### src/design/hcsg_pkg.sv
// Shared constants for the Hilbert curve segment generator.
package hcsg_pkg;

    // Input beat: segment index, padded to whole bytes
    localparam int IDX_W       = 20;
    localparam int IN_TDATA_W  = 24;

    // Output beat: four canvas coordinates
    localparam int CRD_W       = 10;
    localparam int N_LANES     = 4;
    localparam int OUT_TDATA_W = N_LANES * CRD_W;

    // Coordinate lanes, lowest tdata bits first
    localparam int LN_SX = 0;
    localparam int LN_SY = 1;
    localparam int LN_EX = 2;
    localparam int LN_EY = 3;

    // Curve order register
    localparam int              CFG_W     = 4;
    localparam logic [CFG_W-1:0] CFG_RESET = 4'd1;

    // Defaults for the top-level parameters
    localparam int MAX_ORDER_DEF  = 10;
    localparam int CANVAS_MAX_DEF = 1023;

    // Depth of the queue between front and back
    localparam int Q_DEPTH = 4;

endpackage

### src/design/hcsg_front.sv
// Front end: order register, index range check and queue entry build.
module hcsg_front import hcsg_pkg::*; #(
    parameter int  MAX_ORDER = MAX_ORDER_DEF,
    localparam int OW        = $clog2(MAX_ORDER + 1),
    localparam int TW        = 2 * MAX_ORDER,
    localparam int ENT_W     = OW + 1 + 2 * TW
) (
    input  logic                  i_clk,
    input  logic                  i_rst_n,
    input  logic                  i_cfg_we,
    input  logic [CFG_W-1:0]      i_cfg_wdata,
    input  logic                  i_s_tvalid,
    output logic                  o_s_tready,
    input  logic [IN_TDATA_W-1:0] i_s_tdata,   // [19:0] segment_index
    input  logic                  i_full,
    output logic                  o_push,
    output logic [ENT_W-1:0]      o_ent
);

    logic [CFG_W-1:0] r_curve_order;
    logic [OW-1:0]    order;
    logic [IDX_W-1:0] k;
    logic [IDX_W:0]   k_inc;
    logic [OW:0]      shamt;
    logic             oor;
    logic [TW-1:0]    t0;
    logic [TW-1:0]    t1;

    // Hold the curve order register
    always_ff @(posedge i_clk) begin
        if (!i_rst_n) begin
            r_curve_order <= CFG_RESET;
        end else if (i_cfg_we) begin
            r_curve_order <= i_cfg_wdata;
        end
    end

    // Saturate the order into its legal range
    always_comb begin
        priority if (r_curve_order == '0) begin
            order = OW'(1);
        end else if (32'(r_curve_order) > MAX_ORDER) begin
            order = OW'(MAX_ORDER);
        end else begin
            order = OW'(r_curve_order);
        end
    end

    // Flag indices at or past the last point: k + 1 >= 4^order
    assign k     = i_s_tdata[IDX_W-1:0];
    assign k_inc = {1'b0, k} + (IDX_W + 1)'(1);
    assign shamt = {order, 1'b0};
    assign oor   = (k_inc >> shamt) != '0;

    // Curve indices of both segment ends
    assign t0 = TW'(k);
    assign t1 = t0 + TW'(1);

    // Push a beat whenever the queue has room
    assign o_s_tready = !i_full;
    assign o_push     = i_s_tvalid && !i_full;
    assign o_ent      = {order, oor, t1, t0};

endmodule

### src/design/hcsg_fifo.sv
// Short show-ahead queue between front and back.
module hcsg_fifo import hcsg_pkg::*; #(
    parameter int  DW    = 8,
    parameter int  DEPTH = Q_DEPTH,
    localparam int PW    = (DEPTH > 1) ? $clog2(DEPTH) : 1,
    localparam int CNW   = $clog2(DEPTH + 1)
) (
    input  logic          i_clk,
    input  logic          i_rst_n,
    input  logic          i_push,
    input  logic [DW-1:0] i_data,
    output logic          o_full,
    input  logic          i_pop,
    output logic [DW-1:0] o_data,
    output logic          o_empty
);

    logic [DW-1:0]  r_mem [DEPTH];
    logic [PW-1:0]  r_wr;
    logic [PW-1:0]  r_rd;
    logic [CNW-1:0] r_count;

    // Store pushed entries
    always_ff @(posedge i_clk) begin
        if (i_push) begin
            r_mem[r_wr] <= i_data;
        end
    end

    // Advance pointers and occupancy
    always_ff @(posedge i_clk) begin
        if (!i_rst_n) begin
            r_wr    <= '0;
            r_rd    <= '0;
            r_count <= '0;
        end else begin
            if (i_push) begin
                r_wr <= (32'(r_wr) == DEPTH - 1) ? '0 : r_wr + PW'(1);
            end
            if (i_pop) begin
                r_rd <= (32'(r_rd) == DEPTH - 1) ? '0 : r_rd + PW'(1);
            end
            if (i_push && !i_pop) begin
                r_count <= r_count + CNW'(1);
            end else if (!i_push && i_pop) begin
                r_count <= r_count - CNW'(1);
            end
        end
    end

    assign o_full  = (32'(r_count) == DEPTH);
    assign o_empty = (r_count == '0);
    assign o_data  = r_mem[r_rd];

    a_no_overflow: assert property (@(posedge i_clk) disable iff (!i_rst_n)
        i_push |-> (32'(r_count) < DEPTH))
        else $error("queue push while full");

    a_no_underflow: assert property (@(posedge i_clk) disable iff (!i_rst_n)
        i_pop |-> (r_count != '0))
        else $error("queue pop while empty");

    a_count_bound: assert property (@(posedge i_clk) disable iff (!i_rst_n)
        32'(r_count) <= DEPTH)
        else $error("queue occupancy past depth");

endmodule

### src/design/hcsg_back.sv
// Back end: per-level curve pipeline, canvas scaling and output register.
module hcsg_back import hcsg_pkg::*; #(
    parameter int  MAX_ORDER  = MAX_ORDER_DEF,
    parameter int  CANVAS_MAX = CANVAS_MAX_DEF,
    localparam int OW         = $clog2(MAX_ORDER + 1),
    localparam int TW         = 2 * MAX_ORDER,
    localparam int ENT_W      = OW + 1 + 2 * TW
) (
    input  logic                   i_clk,
    input  logic                   i_rst_n,
    input  logic [ENT_W-1:0]       i_ent,
    input  logic                   i_empty,
    output logic                   o_pop,
    output logic                   o_m_tvalid,
    input  logic                   i_m_tready,
    output logic [OUT_TDATA_W-1:0] o_m_tdata,  // [9:0] start_x, [19:10] start_y,
                                               // [29:20] end_x, [39:30] end_y
    output logic                   o_m_tuser   // out_of_range
);

    localparam int MO = MAX_ORDER;
    localparam int CW = $clog2(CANVAS_MAX + 1);
    localparam int NW = MO + CW + 2;
    localparam int DW = MO + 1;

    typedef struct packed {
        logic          oor;
        logic [OW-1:0] ord;
        logic [TW-1:0] t0;
        logic [TW-1:0] t1;
        logic [MO-1:0] x0;
        logic [MO-1:0] y0;
        logic [MO-1:0] x1;
        logic [MO-1:0] y1;
    } t_cv;

    typedef struct packed {
        logic                         oor;
        logic [DW-1:0]                d;
        logic [N_LANES-1:0][NW-1:0]   r;
        logic [N_LANES-1:0][CW-1:0]   q;
    } t_dv;

    // One Hilbert level: fold the point into quadrant j of the index
    function automatic logic [2*MO-1:0] f_step(input logic [TW-1:0] t,
                                               input logic [MO-1:0] x,
                                               input logic [MO-1:0] y,
                                               input int j);
        logic          rx;
        logic          ry;
        logic [MO-1:0] xa;
        logic [MO-1:0] ya;
        logic [MO-1:0] tmp;
        logic [MO-1:0] mask;
        logic [MO-1:0] bitj;
        begin
            mask = MO'((32'd1 << j) - 32'd1);
            bitj = MO'(32'd1 << j);
            rx   = t[2*j+1];
            ry   = t[2*j] ^ rx;
            xa   = x;
            ya   = y;
            if (!ry) begin
                if (rx) begin
                    xa = xa ^ mask;
                    ya = ya ^ mask;
                end
                tmp = xa;
                xa  = ya;
                ya  = tmp;
            end
            if (rx) xa = xa | bitj;
            if (ry) ya = ya | bitj;
            return {xa, ya};
        end
    endfunction

    logic          en;
    logic          r_cv_vld [MO];
    t_cv           r_cv     [MO];
    logic          r_nm_vld;
    t_dv           r_nm;
    logic          r_dv_vld [CW];
    t_dv           r_dv     [CW];
    logic          r_out_vld;
    logic          r_out_oor;
    logic [CRD_W-1:0] r_out_crd [N_LANES];
    t_cv           head;
    t_cv           last;
    t_dv           fin;
    logic [MO-1:0] g;
    logic [MO-1:0] v [N_LANES];

    // Advance the whole pipe unless a finished beat waits downstream
    assign en    = !r_out_vld || i_m_tready;
    assign o_pop = en && !i_empty;

    // Unpack the queue head; both points start at the origin
    always_comb begin
        head     = '0;
        head.t0  = i_ent[TW-1:0];
        head.t1  = i_ent[2*TW-1:TW];
        head.oor = i_ent[2*TW];
        head.ord = i_ent[2*TW+OW:2*TW+1];
    end

    // Curve levels, one stage each, lowest index digit first
    for (genvar j = 0; j < MO; j++) begin : g_cv
        t_cv  src;
        logic src_vld;
        t_cv  nxt;

        if (j == 0) begin : g_first
            assign src     = head;
            assign src_vld = !i_empty;
        end else begin : g_next
            assign src     = r_cv[j-1];
            assign src_vld = r_cv_vld[j-1];
        end

        // Apply the level only below the item's order
        always_comb begin
            nxt = src;
            if (32'(src.ord) > j) begin
                {nxt.x0, nxt.y0} = f_step(src.t0, src.x0, src.y0, j);
                {nxt.x1, nxt.y1} = f_step(src.t1, src.x1, src.y1, j);
            end
        end

        always_ff @(posedge i_clk) begin
            if (!i_rst_n) begin
                r_cv_vld[j] <= 1'b0;
            end else if (en) begin
                r_cv_vld[j] <= src_vld;
            end
        end

        always_ff @(posedge i_clk) begin
            if (en) begin
                r_cv[j] <= nxt;
            end
        end
    end

    // Scale numerators 2*v*C + G and divisor 2*G
    assign last   = r_cv[MO-1];
    assign g      = MO'(((MO + 1)'(1) << last.ord) - (MO + 1)'(1));
    assign v[LN_SX] = last.x0;
    assign v[LN_SY] = last.y0;
    assign v[LN_EX] = last.x1;
    assign v[LN_EY] = last.y1;

    always_ff @(posedge i_clk) begin
        if (!i_rst_n) begin
            r_nm_vld <= 1'b0;
        end else if (en) begin
            r_nm_vld <= r_cv_vld[MO-1];
        end
    end

    always_ff @(posedge i_clk) begin
        if (en) begin
            r_nm.oor <= last.oor;
            r_nm.d   <= {g, 1'b0};
            for (int c = 0; c < N_LANES; c++) begin
                r_nm.r[c] <= NW'({v[c], 1'b0}) * NW'(CANVAS_MAX) + NW'(g);
                r_nm.q[c] <= '0;
            end
        end
    end

    // Restoring division, one quotient bit per stage, MSB first
    for (genvar m = 0; m < CW; m++) begin : g_dv
        localparam int B = CW - 1 - m;
        t_dv  src;
        logic src_vld;
        t_dv  nxt;

        if (m == 0) begin : g_first
            assign src     = r_nm;
            assign src_vld = r_nm_vld;
        end else begin : g_next
            assign src     = r_dv[m-1];
            assign src_vld = r_dv_vld[m-1];
        end

        always_comb begin
            logic [NW-1:0] sub;
            logic          ge;
            nxt = src;
            sub = NW'(src.d) << B;
            for (int c = 0; c < N_LANES; c++) begin
                ge = src.r[c] >= sub;
                if (ge) begin
                    nxt.r[c] = src.r[c] - sub;
                end
                nxt.q[c] = src.q[c] | (CW'(ge) << B);
            end
        end

        always_ff @(posedge i_clk) begin
            if (!i_rst_n) begin
                r_dv_vld[m] <= 1'b0;
            end else if (en) begin
                r_dv_vld[m] <= src_vld;
            end
        end

        always_ff @(posedge i_clk) begin
            if (en) begin
                r_dv[m] <= nxt;
            end
        end
    end

    // Output register: zero coordinates past the curve
    assign fin = r_dv[CW-1];

    always_ff @(posedge i_clk) begin
        if (!i_rst_n) begin
            r_out_vld <= 1'b0;
        end else if (en) begin
            r_out_vld <= r_dv_vld[CW-1];
        end
    end

    always_ff @(posedge i_clk) begin
        if (en) begin
            r_out_oor <= fin.oor;
            for (int c = 0; c < N_LANES; c++) begin
                r_out_crd[c] <= fin.oor ? '0 : CRD_W'(fin.q[c]);
            end
        end
    end

    assign o_m_tvalid = r_out_vld;
    assign o_m_tuser  = r_out_oor;
    assign o_m_tdata  = {r_out_crd[LN_EY], r_out_crd[LN_EX],
                         r_out_crd[LN_SY], r_out_crd[LN_SX]};

    a_oor_zero: assert property (@(posedge i_clk) disable iff (!i_rst_n)
        (o_m_tvalid && o_m_tuser) |-> (o_m_tdata == '0))
        else $error("out-of-range beat with nonzero coordinates");

    a_canvas_bound: assert property (@(posedge i_clk) disable iff (!i_rst_n)
        (o_m_tvalid && !o_m_tuser) |->
            ((32'(o_m_tdata[CRD_W-1:0]) <= CANVAS_MAX) &&
             (32'(o_m_tdata[2*CRD_W-1:CRD_W]) <= CANVAS_MAX) &&
             (32'(o_m_tdata[3*CRD_W-1:2*CRD_W]) <= CANVAS_MAX) &&
             (32'(o_m_tdata[4*CRD_W-1:3*CRD_W]) <= CANVAS_MAX)))
        else $error("scaled coordinate past canvas edge");

endmodule

### src/design/hilbert_curve_segment_generator.sv
// Hilbert curve segment generator: index in, scaled segment endpoints out.
// Throughput: one beat per cycle in and out; the back pipe stalls only on output backpressure.
// Path from input beat to output valid: the queue, then one stage per curve level, one scaling
//   multiply stage, one stage per quotient bit and the output register.
// Reset (synchronous, active low) empties the queue and pipe and sets curve order to 1.
// Orders outside 1..MAX_ORDER saturate to the nearest legal value.
module hilbert_curve_segment_generator import hcsg_pkg::*; #(
    parameter int MAX_ORDER  = MAX_ORDER_DEF,
    parameter int CANVAS_MAX = CANVAS_MAX_DEF
) (
    input  logic                   i_clk,
    input  logic                   i_rst_n,
    input  logic                   i_cfg_we,
    input  logic [CFG_W-1:0]       i_cfg_wdata,   // curve_order
    input  logic                   i_s_tvalid,
    output logic                   o_s_tready,
    input  logic [IN_TDATA_W-1:0]  i_s_tdata,     // [19:0] segment_index
    output logic                   o_m_tvalid,
    input  logic                   i_m_tready,
    output logic [OUT_TDATA_W-1:0] o_m_tdata,     // [9:0] start_x, [19:10] start_y,
                                                  // [29:20] end_x, [39:30] end_y
    output logic                   o_m_tuser      // out_of_range
);

    localparam int OW    = $clog2(MAX_ORDER + 1);
    localparam int TW    = 2 * MAX_ORDER;
    localparam int ENT_W = OW + 1 + 2 * TW;

    logic             push;
    logic             pop;
    logic             full;
    logic             empty;
    logic [ENT_W-1:0] ent_in;
    logic [ENT_W-1:0] ent_out;

    hcsg_front #(
        .MAX_ORDER (MAX_ORDER)
    ) u_front (
        .i_clk       (i_clk),
        .i_rst_n     (i_rst_n),
        .i_cfg_we    (i_cfg_we),
        .i_cfg_wdata (i_cfg_wdata),
        .i_s_tvalid  (i_s_tvalid),
        .o_s_tready  (o_s_tready),
        .i_s_tdata   (i_s_tdata),
        .i_full      (full),
        .o_push      (push),
        .o_ent       (ent_in)
    );

    hcsg_fifo #(
        .DW    (ENT_W),
        .DEPTH (Q_DEPTH)
    ) u_fifo (
        .i_clk   (i_clk),
        .i_rst_n (i_rst_n),
        .i_push  (push),
        .i_data  (ent_in),
        .o_full  (full),
        .i_pop   (pop),
        .o_data  (ent_out),
        .o_empty (empty)
    );

    hcsg_back #(
        .MAX_ORDER  (MAX_ORDER),
        .CANVAS_MAX (CANVAS_MAX)
    ) u_back (
        .i_clk      (i_clk),
        .i_rst_n    (i_rst_n),
        .i_ent      (ent_out),
        .i_empty    (empty),
        .o_pop      (pop),
        .o_m_tvalid (o_m_tvalid),
        .i_m_tready (i_m_tready),
        .o_m_tdata  (o_m_tdata),
        .o_m_tuser  (o_m_tuser)
    );

endmodule

### config.mk
export PLATFORM = sky130hd
export DESIGN_NAME = hilbert_curve_segment_generator
export DESIGN_NICKNAME = d
export VERILOG_FILES = /design/src/design/hcsg_pkg.sv /design/src/design/hcsg_front.sv /design/src/design/hcsg_fifo.sv /design/src/design/hcsg_back.sv /design/src/design/hilbert_curve_segment_generator.sv
export SDC_FILE = /design/constraint.sdc
export NUM_CORES = 2
export LEC_CHECK = 0
export BUFFER_PORTS_ARGS = -buffer_cell sky130_fd_sc_hd__buf_2
export CORE_MARGIN = 3
export CORE_UTILIZATION = 50
export DETAILED_ROUTE_END_ITERATION = 7
export PLACE_DENSITY = 0.65
export SLEW_MARGIN = 0
export SYNTH_ARGS = -nofsm -noshare
export SYNTH_HDL_FRONTEND = slang
export SYNTH_SLANG_ARGS = --single-unit
export TNS_END_PERCENT = 10
### constraint.sdc
create_clock -name i_clk -period 102.2 [get_ports i_clk]
set_input_delay 0 -clock i_clk [delete_from_list [all_inputs] [get_ports i_clk]]
set_output_delay 0 -clock i_clk [all_outputs]
set_load 0.02 [all_outputs]
==> impl_metrics.tcl <==
set metrics [dict create \
    outcome "completed" \
    initial_core_util 0.504 \
    path_clk_slew_ps 60 \
    syn_nets 9156 \
    path_class "reg -> reg" \
    layoutNonFillerInstCount 11200 \
    die_x_um 455 \
    antenna_found_initial 6 \
    hp-class "in -> reg" \
    rsz0062_at_grt "false" \
    cts.repair.resized 0 \
    synth_top_cell_area_share 0.554 \
    ys_warn_count 0 \
    avgSynthCellArea_um2 12.2 \
    start_kind "register" \
    clockBufferDepth 3 \
    drc 0 \
    dieArea_mm2 0.207 \
    syn_area_mm2 0.101 \
    fin_crit_sh 0.0635 \
    synthFlopType "edfxtp_1" \
    vias 62300 \
    cts_buffers 199 \
    grt-ovfl-total 0 \
    gp_congestion 0.913 \
    htree_levels 4 \
    wl_per_cell_um 19.4 \
    viasPerCell 5.54 \
    drive_above_1_share 0.0702 \
    synth_commonest_cells "edfxtp_1, ha_1, inv_1, a21oi_1, nand2_1" \
    coreArea_mm2 0.200 \
    dr.pass1.iters 6 \
    ys_types 102 \
    final_antenna_net_count 0 \
    critPathArrivalTime_ps 7080 \
    setup_viol 0 \
    cp_max_fo 6 \
    num_io_pins 76 \
    async_flop_share 0 \
    grt_pass1_vias 61400 \
    rows 164 \
    clock_latency_ps 850 \
    clockRootBuffer "clkbuf_16" \
    cp-end-kind "register" \
    slew_headroom 0.149 \
    grt_pass1_wl_um 342000 \
    port_buffers 71 \
    finalClockSkew_ps 65.8 \
    cts_tree "built" \
    die_y_um 455 \
    post-synth-top-count-cell "edfxtp_1" \
    maxSlewViolCount 0 \
    postCtsSetupRepairBufs 0 \
    hold_viol 0 \
    fmax_mhz 154 \
    drv_cap 0 \
    routed_wl_um 218000 \
    tns_ps 0 \
    netlist.top_cell.by_area "edfxtp_1" \
    min_period_ps 6490 \
    synth-seq-area-share 0.557 \
    dp_hpwl_um 164000 \
    synth_edf_count 1860 \
    grt_max_degree 194 \
    dp_cells 10800 \
    numClockSinks 1877 \
    ys_top_cells_by_area "edfxtp_1, ha_1, fa_1" \
    netlist_instances 8254 \
    nNetsFinal 9305 \
    ys_ff_latch 1877 \
    grt_usage 0.211 \
    tightestPinTransition_ps 1280 \
    cp.required_ps 102790 \
    drtIter0Drc 4360 \
    synthToLayoutAreaGrowth_pct 10.5 \
]
-- state kept, by name (all words and copies together) (netlist names), named ones only --
register,cells
u_back.o_m_tuser,1
u_front.r_curve_order,4
u_fifo.r_count,3
u_back.r_out_crd,40
u_fifo.r_mem,180
u_back.g_dv.$11.sub,9
u_back.g_dv.src,85
u_back.r_dv_vld,10
u_fifo.r_wr,2
u_back.r_cv_vld,10
u_fifo.r_rd,2
u_back.g_dv.nxt,1
u_back.g_dv.src_vld,1
u_back.o_m_tvalid,1
u_back.r_dv,1076
u_back.r_cv,450
-- critical path: stages, from the launching register on --
cell and delay [ps]:
edfxtp_1 610, fa_1 740, xor2_1 540, ha_1 360, fa_1 460, fa_1 500, inv_1 50, fa_1 480
inv_1 40, ha_1 340, and3_1 250, a221oi_1 370, o21ai_0 190, xnor2_1 190, nor2_1 220, nand4_1 160
nor2_1 230, nand2_1 120, xnor2_1 370
-- placed cells by master (no fill, tap or decap), types with 26 or more instances in the layout --
| cell type | count |
|---|---|
| o21ai_0 | 490 |
| nand2b_1 | 96 |
| nor3_1 | 167 |
| bufinv_16 | 27 |
| xnor2_1 | 452 |
| clkbuf_1 | 28 |
| nor4_1 | 98 |
| nor2b_1 | 178 |
| and2_1 | 39 |
| nand4_1 | 68 |
| a21oi_1 | 557 |
| o22ai_1 | 93 |
| buf_4 | 48 |
| buf_2 | 71 |
| nand3_1 | 182 |
| inv_1 | 614 |
| or3_1 | 77 |
| and3_1 | 38 |
| nand2_1 | 531 |
| nor2_1 | 509 |
| ha_1 | 655 |
| mux2_2 | 49 |
| a21boi_0 | 64 |
| clkinv_2 | 41 |
| a21o_1 | 137 |
| mux2i_1 | 51 |
| dlygate4sd3_1 | 55 |
| nor4b_1 | 26 |
| o21a_1 | 39 |
| clkinv_1 | 44 |
| nand4b_1 | 26 |
| clkbuf_16 | 200 |
| xor2_1 | 234 |
| a211oi_1 | 29 |
| o31ai_1 | 47 |
| edfxtp_1 | 1860 |
| mux4_2 | 45 |
| fa_1 | 214 |
-- metal layers --
metal	GRT usage	vias to the layer above	wire (um)
li1	-	30500	-
met1	0.274	30000	94300
met2	0.361	1325	107000
met3	0.0263	403	8480
met4	0.0840	0	8890
met5	0	-	0
-- area by class of cell --
cell class                      count  area, um^2
Clock buffer                      228        5110
Multi-Input combinational cell   5531       41500
Sequential cell                  1877       56200
Inverter                          617        2320
Tap cell                         2656        3320
Clock inverter                    149        1720
Fill cell                       16300       88600
Timing Repair Buffer              177        1330
Antenna cell                        2        5.00
-- final timing paths --
kind,startpoint,end,slack [ps],cells after the start
worst max-delay path,u_back.r_cv[9][20],u_back.g_dv[0].src[79],95710,18
worst min-delay path,i_s_tdata[18],u_fifo.r_mem[2][18],80,2
worst max register to register,u_back.r_cv[9][20],u_back.g_dv[0].src[79],95710,18
worst min register to register,u_back.r_dv[7][8],u_back.r_dv[8][8],370,0
-- through the flow --
step,util,setup slack (ps),area [um^2],hold WS [ps]
final,0.557,95710,111000,83.0
after floorplan,-,52950,101000,98.9
after global routing,0.557,95460,111000,39.5
after CTS,0.557,95710,111000,1.17
after detailed placement,0.520,95800,104000,233
after global placement,0.520,95830,104000,219
-- kinds of logic (layout without fill, tap and decap cells) --
group	after synthesis	after routing	share of synthesized area
XOR/XNOR	687	687	0.0597
other	0	2	0
adder cells (fa/ha/maj)	869	869	0.124
AND/OR/NAND/NOR	2169	2169	0.108
buffers and inverters	846	1171	0.0321
flip-flops	1877	1877	0.557
multiplexers	145	145	0.0206
AO/OA/AOI/OAI	1661	1661	0.0985
-- timing repair --
| item | 4_1_cts | 5_1_grt |
|---|---|---|
| setup endpoints to repair | 0 | 0 |
| hold endpoints to repair | 286 | 0 |
| hold buffers | 55 | 0 |
Power is not shown: default switching activity piles up to over one toggle a cycle in this logic, so the estimate is an artifact.
